**src/design/b64sc_pkg.sv**
```systemverilog
// shared types, constants and alphabet functions for the base64 stream codec
`default_nettype none

package b64sc_pkg;

  localparam int unsigned RES_MAX   = 6;
  localparam int unsigned CNT_W     = $clog2(RES_MAX + 1);
  localparam int unsigned GROUP_W   = 24;
  localparam int unsigned POS_W     = 2;
  localparam int unsigned PAD_W     = 2;

  localparam logic [7:0] PAD_CHAR   = 8'h3D;
  localparam logic [7:0] PLUS_CHAR  = 8'h2B;
  localparam logic [7:0] SLASH_CHAR = 8'h2F;

  localparam logic DIR_ENCODE = 1'b0;
  localparam logic DIR_DECODE = 1'b1;

  localparam logic [POS_W-1:0] POS_FIRST  = 2'd0;
  localparam logic [POS_W-1:0] POS_SECOND = 2'd1;
  localparam logic [POS_W-1:0] POS_THIRD  = 2'd2;
  localparam logic [POS_W-1:0] POS_FOURTH = 2'd3;

  localparam logic [PAD_W-1:0] PAD_SAT = 2'd2;

  typedef struct packed {
    logic [7:0] in_byte;
    logic       in_last;
  } in_word_t;

  typedef struct packed {
    logic [7:0] out_byte;
    logic       out_last;
  } out_word_t;

  typedef logic [RES_MAX-1:0][7:0] res_vec_t;

  function automatic logic [7:0] sextet_to_char(input logic [5:0] s);
    logic [7:0] c;
    begin
      if (s < 6'd26) begin
        c = 8'h41 + {2'b00, s};
      end else if (s < 6'd52) begin
        c = 8'h61 + {2'b00, s - 6'd26};
      end else if (s < 6'd62) begin
        c = 8'h30 + {2'b00, s - 6'd52};
      end else if (s == 6'd62) begin
        c = PLUS_CHAR;
      end else begin
        c = SLASH_CHAR;
      end
      return c;
    end
  endfunction

  function automatic logic [5:0] char_to_sextet(input logic [7:0] c);
    logic [7:0] t;
    begin
      t = 8'h00;
      if (c >= 8'h41 && c <= 8'h5A) begin
        t = c - 8'h41;
      end else if (c >= 8'h61 && c <= 8'h7A) begin
        t = c - 8'h61 + 8'd26;
      end else if (c >= 8'h30 && c <= 8'h39) begin
        t = c - 8'h30 + 8'd52;
      end else if (c == PLUS_CHAR) begin
        t = 8'd62;
      end else if (c == SLASH_CHAR) begin
        t = 8'd63;
      end
      return t[5:0];
    end
  endfunction

endpackage

`default_nettype wire

```
**src/design/base64_stream_codec_unit.sv**
```systemverilog
// base64 stream codec top level: encode or decode one word per accepted item
`default_nettype none

// channel  | ports                          | payload
// ---------+--------------------------------+----------------------------
// input    | in_valid in_ready in_data      | in_byte, in_last
// output   | out_valid out_ready out_data   | out_byte, out_last
// config   | cfg_we cfg_wdata               | direction (0 enc, 1 dec)
//
// an item is taken when in_valid and in_ready are both high; its 0 to 6 result
// words queue in a result buffer and leave through the output register at one
// word per cycle while out_ready does not stall a waiting word. an item with no
// results does not hold the input; otherwise the next item is taken in the cycle
// the last word of the previous one moves to the output register.
// rst_n is synchronous; it clears direction, group and held state, buffer.

module base64_stream_codec_unit (
  input  wire                 clk,
  input  wire                 rst_n,
  input  wire                 in_valid,
  output logic                in_ready,
  input  wire b64sc_pkg::in_word_t in_data,
  output logic                out_valid,
  input  wire                 out_ready,
  output b64sc_pkg::out_word_t out_data,
  input  wire                 cfg_we,
  input  wire                 cfg_wdata
);

  logic                              dir_r;
  logic [b64sc_pkg::POS_W-1:0]       pos_r, pos_nxt;
  logic [b64sc_pkg::GROUP_W-1:0]     acc_r, acc_nxt;
  logic [b64sc_pkg::GROUP_W-1:0]     held_r, held_nxt;
  logic [b64sc_pkg::PAD_W-1:0]       held_pad_r, held_pad_nxt;
  logic                              held_valid_r, held_valid_nxt;
  logic [b64sc_pkg::PAD_W-1:0]       pad_r, pad_nxt;

  b64sc_pkg::res_vec_t               buf_r, buf_nxt;
  logic [b64sc_pkg::CNT_W-1:0]       buf_cnt_r, buf_cnt_nxt;
  logic                              buf_last_r;

  logic                              out_valid_r;
  b64sc_pkg::out_word_t              out_data_r;

  b64sc_pkg::res_vec_t               res;
  logic [b64sc_pkg::CNT_W-1:0]       res_cnt;

  logic                              accept, take;
  logic [7:0]                        b;
  logic                              eq;
  logic [5:0]                        sx;
  logic [b64sc_pkg::GROUP_W-1:0]     acc_new, sx_sh;
  logic [b64sc_pkg::PAD_W-1:0]       pad_new;
  logic                              rel_full, rel_trim, hold_new;
  logic [b64sc_pkg::CNT_W-1:0]       held_cnt, grp_cnt;

  assign take     = (buf_cnt_r != '0) && (!out_valid_r || out_ready);
  assign in_ready = (buf_cnt_r == '0) ||
                    ((buf_cnt_r == b64sc_pkg::CNT_W'(1)) && take);
  assign accept   = in_valid && in_ready;
  assign b        = in_data.in_byte;

  assign out_valid = out_valid_r;
  assign out_data  = out_data_r;

  // decode datapath
  always_comb begin
    eq = (b == b64sc_pkg::PAD_CHAR);
    sx = b64sc_pkg::char_to_sextet(b);
    case (pos_r)
      b64sc_pkg::POS_FIRST:  sx_sh = {sx, 18'd0};
      b64sc_pkg::POS_SECOND: sx_sh = {6'd0, sx, 12'd0};
      b64sc_pkg::POS_THIRD:  sx_sh = {12'd0, sx, 6'd0};
      default:               sx_sh = {18'd0, sx};
    endcase
    acc_new = acc_r | sx_sh;
    if (!eq) begin
      pad_new = '0;
    end else if (pad_r >= b64sc_pkg::PAD_SAT) begin
      pad_new = b64sc_pkg::PAD_SAT;
    end else begin
      pad_new = pad_r + b64sc_pkg::PAD_W'(1);
    end
    rel_full = held_valid_r && (!eq || (pos_r == b64sc_pkg::POS_FOURTH));
    rel_trim = held_valid_r && eq && (pos_r != b64sc_pkg::POS_FOURTH) && in_data.in_last;
    hold_new = (pos_r == b64sc_pkg::POS_FOURTH) && !in_data.in_last && (pad_new != '0);
    if (rel_full) begin
      held_cnt = b64sc_pkg::CNT_W'(3);
    end else if (rel_trim) begin
      held_cnt = b64sc_pkg::CNT_W'(3) - b64sc_pkg::CNT_W'(held_pad_r);
    end else begin
      held_cnt = '0;
    end
    if (pos_r != b64sc_pkg::POS_FOURTH || hold_new) begin
      grp_cnt = '0;
    end else if (in_data.in_last) begin
      grp_cnt = b64sc_pkg::CNT_W'(3) - b64sc_pkg::CNT_W'(pad_new);
    end else begin
      grp_cnt = b64sc_pkg::CNT_W'(3);
    end
  end

  // next state and result words for the current item
  always_comb begin
    res            = '0;
    res_cnt        = '0;
    pos_nxt        = pos_r;
    acc_nxt        = acc_r;
    held_nxt       = held_r;
    held_pad_nxt   = held_pad_r;
    held_valid_nxt = held_valid_r;
    pad_nxt        = pad_r;
    if (dir_r == b64sc_pkg::DIR_DECODE) begin
      if (held_cnt != '0) begin
        res[0] = held_r[23:16];
        res[1] = held_r[15:8];
        res[2] = held_r[7:0];
        res[3] = acc_new[23:16];
        res[4] = acc_new[15:8];
        res[5] = acc_new[7:0];
      end else begin
        res[0] = acc_new[23:16];
        res[1] = acc_new[15:8];
        res[2] = acc_new[7:0];
      end
      res_cnt = held_cnt + grp_cnt;
      if (hold_new) begin
        held_nxt       = acc_new;
        held_pad_nxt   = pad_new;
        held_valid_nxt = 1'b1;
      end else if (rel_full) begin
        held_valid_nxt = 1'b0;
      end
      if (pos_r == b64sc_pkg::POS_FOURTH) begin
        acc_nxt = '0;
        pad_nxt = '0;
        pos_nxt = b64sc_pkg::POS_FIRST;
      end else begin
        acc_nxt = acc_new;
        pad_nxt = pad_new;
        pos_nxt = pos_r + b64sc_pkg::POS_W'(1);
      end
    end else begin
      case (pos_r)
        b64sc_pkg::POS_FIRST: begin
          acc_nxt = {b, 16'd0};
          res[0]  = b64sc_pkg::sextet_to_char(b[7:2]);
          res[1]  = b64sc_pkg::sextet_to_char({b[1:0], 4'd0});
          res[2]  = b64sc_pkg::PAD_CHAR;
          res[3]  = b64sc_pkg::PAD_CHAR;
          res_cnt = in_data.in_last ? b64sc_pkg::CNT_W'(4) : b64sc_pkg::CNT_W'(1);
          pos_nxt = b64sc_pkg::POS_SECOND;
        end
        b64sc_pkg::POS_SECOND: begin
          acc_nxt = {acc_r[23:16], b, 8'd0};
          res[0]  = b64sc_pkg::sextet_to_char({acc_r[17:16], b[7:4]});
          res[1]  = b64sc_pkg::sextet_to_char({b[3:0], 2'd0});
          res[2]  = b64sc_pkg::PAD_CHAR;
          res_cnt = in_data.in_last ? b64sc_pkg::CNT_W'(3) : b64sc_pkg::CNT_W'(1);
          pos_nxt = b64sc_pkg::POS_THIRD;
        end
        default: begin
          acc_nxt = '0;
          res[0]  = b64sc_pkg::sextet_to_char({acc_r[11:8], b[7:6]});
          res[1]  = b64sc_pkg::sextet_to_char(b[5:0]);
          res_cnt = b64sc_pkg::CNT_W'(2);
          pos_nxt = b64sc_pkg::POS_FIRST;
        end
      endcase
    end
    if (in_data.in_last) begin
      pos_nxt        = '0;
      acc_nxt        = '0;
      held_nxt       = '0;
      held_pad_nxt   = '0;
      held_valid_nxt = 1'b0;
      pad_nxt        = '0;
    end
  end

  // group and held state
  always_ff @(posedge clk) begin
    if (!rst_n) begin
      dir_r        <= b64sc_pkg::DIR_ENCODE;
      pos_r        <= '0;
      acc_r        <= '0;
      held_r       <= '0;
      held_pad_r   <= '0;
      held_valid_r <= 1'b0;
      pad_r        <= '0;
    end else if (cfg_we) begin
      dir_r        <= cfg_wdata;
      pos_r        <= '0;
      acc_r        <= '0;
      held_r       <= '0;
      held_pad_r   <= '0;
      held_valid_r <= 1'b0;
      pad_r        <= '0;
    end else if (accept) begin
      pos_r        <= pos_nxt;
      acc_r        <= acc_nxt;
      held_r       <= held_nxt;
      held_pad_r   <= held_pad_nxt;
      held_valid_r <= held_valid_nxt;
      pad_r        <= pad_nxt;
    end
  end

  // result buffer, slot 0 leaves first
  always_comb begin
    buf_nxt     = buf_r;
    buf_cnt_nxt = buf_cnt_r;
    if (accept) begin
      buf_nxt     = res;
      buf_cnt_nxt = res_cnt;
    end else if (take) begin
      buf_nxt     = {8'h00, buf_r[b64sc_pkg::RES_MAX-1:1]};
      buf_cnt_nxt = buf_cnt_r - b64sc_pkg::CNT_W'(1);
    end
  end

  always_ff @(posedge clk) begin
    if (!rst_n) begin
      buf_cnt_r <= '0;
    end else begin
      buf_cnt_r <= buf_cnt_nxt;
    end
  end

  always_ff @(posedge clk) begin
    buf_r <= buf_nxt;
    if (accept) begin
      buf_last_r <= in_data.in_last;
    end
  end

  // output register
  always_ff @(posedge clk) begin
    if (!rst_n) begin
      out_valid_r <= 1'b0;
    end else if (take) begin
      out_valid_r <= 1'b1;
    end else if (out_ready) begin
      out_valid_r <= 1'b0;
    end
  end

  always_ff @(posedge clk) begin
    if (take) begin
      out_data_r.out_byte <= buf_r[0];
      out_data_r.out_last <= buf_last_r && (buf_cnt_r == b64sc_pkg::CNT_W'(1));
    end
  end

  a_buf_bound: assert property (@(posedge clk) disable iff (!rst_n)
    buf_cnt_r <= b64sc_pkg::CNT_W'(b64sc_pkg::RES_MAX))
    else $error("result buffer count out of range");

  a_no_accept_busy: assert property (@(posedge clk) disable iff (!rst_n)
    (buf_cnt_r > b64sc_pkg::CNT_W'(1)) |-> !in_ready)
    else $error("item taken while result buffer still busy");

  a_held_decode: assert property (@(posedge clk) disable iff (!rst_n)
    held_valid_r |-> (dir_r == b64sc_pkg::DIR_DECODE) && (held_pad_r != '0))
    else $error("held group outside decode or without pad count");

  a_enc_pos: assert property (@(posedge clk) disable iff (!rst_n)
    (dir_r == b64sc_pkg::DIR_ENCODE) |-> (pos_r != b64sc_pkg::POS_FOURTH))
    else $error("encode group position out of range");

  a_take_fills: assert property (@(posedge clk) disable iff (!rst_n)
    take |=> out_valid_r)
    else $error("word moved from buffer but output not valid");

endmodule

`default_nettype wire
```
**config.mk**
```make
export PLATFORM = sky130hd
export DESIGN_NAME = base64_stream_codec_unit
export DESIGN_NICKNAME = d
export VERILOG_FILES = /design/src/design/b64sc_pkg.sv /design/src/design/base64_stream_codec_unit.sv
export SDC_FILE = /design/constraint.sdc
export NUM_CORES = 1
export LEC_CHECK = 0
export BUFFER_PORTS_ARGS = -buffer_cell sky130_fd_sc_hd__buf_2
export CAP_MARGIN = 5
export CORE_UTILIZATION = 49
export DETAILED_ROUTE_END_ITERATION = 16
export GPL_ROUTABILITY_DRIVEN = 0
export GPL_TIMING_DRIVEN = 0
export PLACE_DENSITY_LB_ADDON = 0.15
export SLEW_MARGIN = 20
export SYNTH_ARGS = -nofsm -noshare
export SYNTH_HDL_FRONTEND = slang
export SYNTH_SLANG_ARGS = --single-unit
```
**constraint.sdc**
```tcl
create_clock -name clk -period 6.75 [get_ports clk]
set_input_delay 1.0125 -clock clk [delete_from_list [all_inputs] [get_ports clk]]
set_output_delay 1.0125 -clock clk [all_outputs]
set_load 0.01 [all_outputs]
```
==> results of run 1 <==
## metrics by stage
step                      utilization (%)  total power, mW
final                                56.2             3.04
after global routing                 56.2             3.15
after CTS                            56.2             3.00
after detailed placement             52.6             2.03
after global placement               52.5             2.02
after floorplan                         -             1.70
## placed cells by master (no fill, tap or decap), drive strengths merged, types with 23 or more instances in the layout
cell,netlist,layout
o21ai,73,73
inv,25,25
buf,12,37
clkbuf,58,79
ha,55,55
a21oi,88,88
dfxtp,60,60
xnor2,27,27
nand2,72,72
edfxtp,58,58
nand3,28,28
nor2,89,89
a31oi,23,23
## kinds of logic after synthesis
group / Yosys count / synth area share (%)
XOR/XNOR: 47 / 4.74
buffers and inverters: 96 / 4.35
flip-flops: 118 / 33.9
AND/OR/NAND/NOR: 317 / 18.3
multiplexers: 11 / 1.28
adder cells (fa/ha/maj): 56 / 8.16
AO/OA/AOI/OAI: 364 / 29.3
## critical path: cells and delay by family
kind / cells / cell delay, ns
buffers and inverters: 4 / 1.34
AND/OR/NAND/NOR: 2 / 1.01
adder cells (fa/ha/maj): 1 / 0.41
AO/OA/AOI/OAI: 5 / 1.21
## report_power, final
group,total [mW],internal (mW),switching (mW)
logic,0.934,0.275,0.658
clock network,0.984,0.659,0.325
registers,1.12,1.06,0.0678
## metal layers
layer  up-vias  GRT usage [%]  share of wire, %
met5         -              0                 0
met4         0           16.4               4.7
met3       118           8.78                12
met2       647           51.0                42
met1      4116           49.9                41
li1       3885              -                 -
## area by class of cell
cell class / instances / area, um^2 / area share [%]
antenna: 1 / 2.50 / 0.0257
inverter: 26 / 97.6 / 1.00
sequential: 118 / 2940 / 30.3
tap: 225 / 282 / 2.89
clock inverter: 11 / 179 / 1.84
multi-input combinational: 795 / 5360 / 55.1
timing repair buffer: 25 / 125 / 1.29
clock buffer: 21 / 450 / 4.63
buffer: 70 / 284 / 2.92
## cells in the mapped netlist (24+ instances only)
| master | number | area (um^2) |
|---|---|---|
| ha_1 | 55 | 688 |
| nor2_1 | 89 | 334 |
| a21oi_1 | 87 | 435 |
| inv_1 | 24 | 90.1 |
| xnor2_1 | 27 | 236 |
| dfxtp_1 | 60 | 1200 |
| nand2_1 | 72 | 270 |
| o21ai_0 | 63 | 315 |
| edfxtp_1 | 58 | 1740 |
| clkbuf_1 | 58 | 218 |
| nand3_1 | 27 | 135 |
## flip-flops by register name, summed over array words and instances, names as in the netlist
signal / count
acc_r: 24
buf_r: 48
buf_cnt_r: 3
pos_r: 2
held_r: 24
buf_last_r: 1
held_valid_r: 1
held_pad_r: 2
dir_r: 1
out_valid: 1
out_data: 9
pad_r: 2
## path summary, 6_finish.rpt
check,slack (ns),start,cells past startpoint,end
min reg2reg,0.42,buf_r[6],0,out_data[7]
max reg2reg,3.07,buf_cnt_r[1],10,buf_r[5]
max,2.00,in_data[1],12,buf_r[16]
min,0.42,buf_r[6],0,out_data[7]
==> out/qor.csv, run 1 <==
metric;value;unit
status;finished, final reports clean;
placedCellCount;1259;
rows;48;
worst_path_most_repeated_cell;clkbuf_1;
finalNetCount;1124;
worstPathRequired;7.00;ns
ant_nets;0;
grt_max_degree;53;
cts_tree;yes;
irDropWorstVdd;0.000268;V
design_area;0.00973;mm^2
synth_area;0.00868;mm^2
boundaryPins;26;
port_buffers;25;
cellLeakagePower;3.57;nW
rsz0062_at_grt;no;
powerDensity;313;mW/mm^2
critPathSlowestCell;nor2_1;
tightest_slew;1.22;ns
cts_resized;0;
grt-ovfl-total;0;
vias;8766;
hpwl;23000;um
yosysWarningCount;0;
drive_above_1_share;8.91;%
critPathKind;in2reg;
cts_buffer_depth;2;
dpl_cell_area;0.00909;mm^2
ys_ff_latch;118;
cts_root_buffer;clkbuf_16;
core_area;0.0173;mm^2
htree_levels;4;
pre_cts_ws;1.87;ns
holdBufCountCts;0;
initial_core_util;50.2;%
grt_usage;35.6;%
synthesis.nets;1080;
fin_ws;2.00;ns
cts_setup_buffers;0;
slew_violations;0;
skew;0.0126;ns
route.detailed.drc;0;
hp-class;reg2reg;
syn_avg_cell_area;8.60;um^2
whs;0.417;ns
clk_pin_slew;0.05;ns
setup_viol;0;
slew_headroom;18.2;%
finalCritPeriodShare;70.3;%
grt_pass1_wl;47900;um
fin_crit;4.75;ns
die_area;0.0183;mm^2
final_cells;1292;
cpPeakStageDelay;0.75;ns
wl;32100;um
wl_per_cell;24.8;um
drt_iter0_drc;1498;
fillCellCount;1630;
tns;0;ns
arrival;5.00;ns
timing.fmax;211;MHz
yosysSeqAreaShare;33.9;%
crit_chain;buf_2, clkbuf_1, inv_1, ha_1, and2b_1, o21ai_1, a21o_1, clkbuf_1, a2111oi_1, nor2_1, a21oi_1, o21ai_0;
end_kind;flip-flop;
areaGrowthSynthToFinish;12.0;%
cp-start-kind;input port;
cts_buffers;17;
fp.dieW;135;um
syn_inst;1009;
dr.pass1.iters;6;
antenna_found_initial;0;
ys_async_sr_fraction;0;%
crit_fanout;10;
clk-insertion-delay-late;0.43;ns
ys.flop_type;dfxtp_1;
die_height;135;um
grt_pass1_vias;7884;
cap_violations;0;
vias_per_cell;6.78;
cts_num_sinks;118;
synth_edf_count;58;
synthDistinctLibCells;93;
hold_viol;0;
(Power assumes the default switching activity.)
==> inputs of run 2 (changes only) <==
- clock period: 6.75 -> 4 ns (I/O delays scaled with it)
==> run 2 against run 1 <==
Core utilization is 0.16 points higher. First-iteration DRC count is 9.9% lower. Die area stayed put. Count of clock-buffer cells in the layout stayed put. Critical path depth is 1 higher. Combinational power is 69% higher. Routed wire length is 0.18% higher. Final area is 0.28% higher. Non-clock buffer count stayed put. Largest cell class unchanged.
==> out/qor.csv, run 2 (synthesis gave the netlist of run 1 again) <==
metric;value;unit;change
cts_num_sinks;118;;unchanged
drive_above_1_share;9.38;%;+0.47 points
grt_pass1_wl;47900;um;unchanged
skew;0.0124;ns;-0.000184 ns
powerDensity;527;mW/mm^2;+69%
wl_per_cell;24.9;um;+0.18%
whs;0.418;ns;+0.000165 ns
final_common_cell;nor2_1;;
hp-class;reg2reg;;
critPathSlowestCell;a21oi_1;;
design_area;0.00975;mm^2;+0.28%
top_register;buf_r;;
wl_met1;13400;um;+1.8%
finalNetCount;1124;;unchanged
largest_register_ffs;48;;unchanged
rsz0062_at_grt;no;;
finalCritPeriodShare;97.3;%;
vias_per_cell;6.83;;+0.64%
vias;8822;;+0.64%
irDropWorstVdd;0.000455;V;+70%
initial_core_util;50.2;%;unchanged
cap_violations;0;;unchanged
port_buffers;25;;unchanged
grt_usage;35.6;%;unchanged
hold_viol;0;;unchanged
antenna_found_initial;0;;unchanged
route.detailed.drc;0;;unchanged
worst_path_most_repeated_cell;buf_2;;
clk-insertion-delay-late;0.43;ns;about the same
post-route-util;56.4;%;+0.16 points
drt_iter0_drc;1349;;-9.9%
clk_pin_slew;0.06;ns;about the same
rows;48;;unchanged
dr.pass1.iters;6;;unchanged
ant_nets;0;;unchanged
top_regs;buf_r (48), acc_r (24), held_r (24);;
cts_buffers;17;;unchanged
crit_buf_inv;5;;+1
timing.fmax;257;MHz;
boundaryPins;26;;unchanged
setup_viol;0;;unchanged
cellLeakagePower;3.58;nW;+0.21%
grt_max_degree;53;;unchanged
tightest_slew;1.23;ns;+0.0106 ns
core_area;0.0173;mm^2;unchanged
areaGrowthSynthToFinish;12.4;%;
fillCellCount;1629;;-0.061%
die_area;0.0183;mm^2;unchanged
dpl_cell_area;0.00909;mm^2;unchanged
cts_root_buffer;clkbuf_16;;
met3WireLength;3850;um;-3.3%
worstPathRequired;4.16;ns;-2.84 ns
cp-start-kind;input port;;
crit_fanout;10;;unchanged
fin_crit;3.89;ns;
grt_pass1_vias;7884;;unchanged
wl_met2;13500;um;+0.12%
grt-ovfl-total;0;;unchanged
cts_tree;yes;;
htree_levels;4;;unchanged
end_kind;flip-flop;;
arrival;4.05;ns;-0.95 ns
fp.dieW;135;um;unchanged
top_layer;met4;;
final_cell_mix;nor2_1, a21oi_1, nand2_1, o21ai_0, dfxtp_1;;
crit_chain;buf_2, clkbuf_2, inv_1, ha_1, and2b_1, o21ai_1, a21o_1, clkbuf_1, a41oi_1, and3_1, buf_2, a21oi_1, o21ai_0;;
status;finished, final reports clean;;
cts_buffer_depth;2;;unchanged
slew_violations;0;;unchanged
slew_headroom;17.5;%;-0.71 points
wl;32100;um;+0.18%
cp_top_family;buffers and inverters;;
cpPeakStageDelay;0.47;ns;-0.28 ns
die_height;135;um;unchanged
hpwl;23000;um;unchanged
critPathKind;in2reg;;
cts_setup_buffers;0;;unchanged
==> run 2: area by class of cell <==
type / count / area [um^2] / area share [%]
diodes: 1 / 2.50 / 0.0257
plain buffers: 70 / 285 / 2.92
clock buffers: 21 / 450 / 4.62
clock inverters: 11 / 179 / 1.83
inverters: 26 / 97.6 / 1.00
multi-input cells: 795 / 5390 / 55.3
flip-flops and latches: 118 / 2940 / 30.2
well taps: 225 / 282 / 2.89
repair buffers: 25 / 125 / 1.28
==> run 2: worst paths after layout <==
check,startpoint,endpoint,slack [ns],cells past startpoint
max,in_data[1],buf_r[24],0.11,13
min,buf_r[2],out_data[3],0.42,0
max reg2reg,buf_cnt_r[1],buf_r[5],0.24,10
min reg2reg,buf_r[2],out_data[3],0.42,0
==> run 2: report_power, final <==
group / internal [mW] / switching [mW]
clock: 1.11 / 0.559
sequential: 1.78 / 0.116
combinational: 0.467 / 1.11
total: 3.36 / 1.78
==> run 2: through the flow <==
stage | power, mW | setup WS (ns) | std cells | TNS, ns
2_1_floorplan | 2.87 | 0.188 | 1009 | 0
3_3_place_gp | 3.41 | -1.08 | 1259 | -50.55
3_5_place_dp | 3.42 | -0.470 | 1259 | -9.06
4_1_cts | 5.06 | 0.0271 | 1291 | 0
5_1_grt | 5.32 | 0.0213 | 1291 | 0
6_report | 5.15 | 0.107 | 1292 | 0
==> run 2: what timing repair did <==
action,CTS,global route
setup endpoints to repair,1,41
resized for setup,1,6
pin swaps,0,0
hold buffers,0,0
==> run 2: metal layers <==
metal,vias to the layer above,GRT usage (%)
li1,3889,-
met1,4163,49.9
met2,661,51.0
met3,109,8.78
met4,0,16.4
met5,-,0
==> run 2: worst register-to-register path: stages, from the launching register on <==
cell	delay, ns
dfxtp_1	0.31
inv_1	0.11
ha_1	0.22
a21o_1	0.14
nand3_1	0.23
inv_1	0.27
clkbuf_1	0.46
buf_1	0.70
o21ai_0	0.21
nor4_1	0.57
o22ai_1	0.22
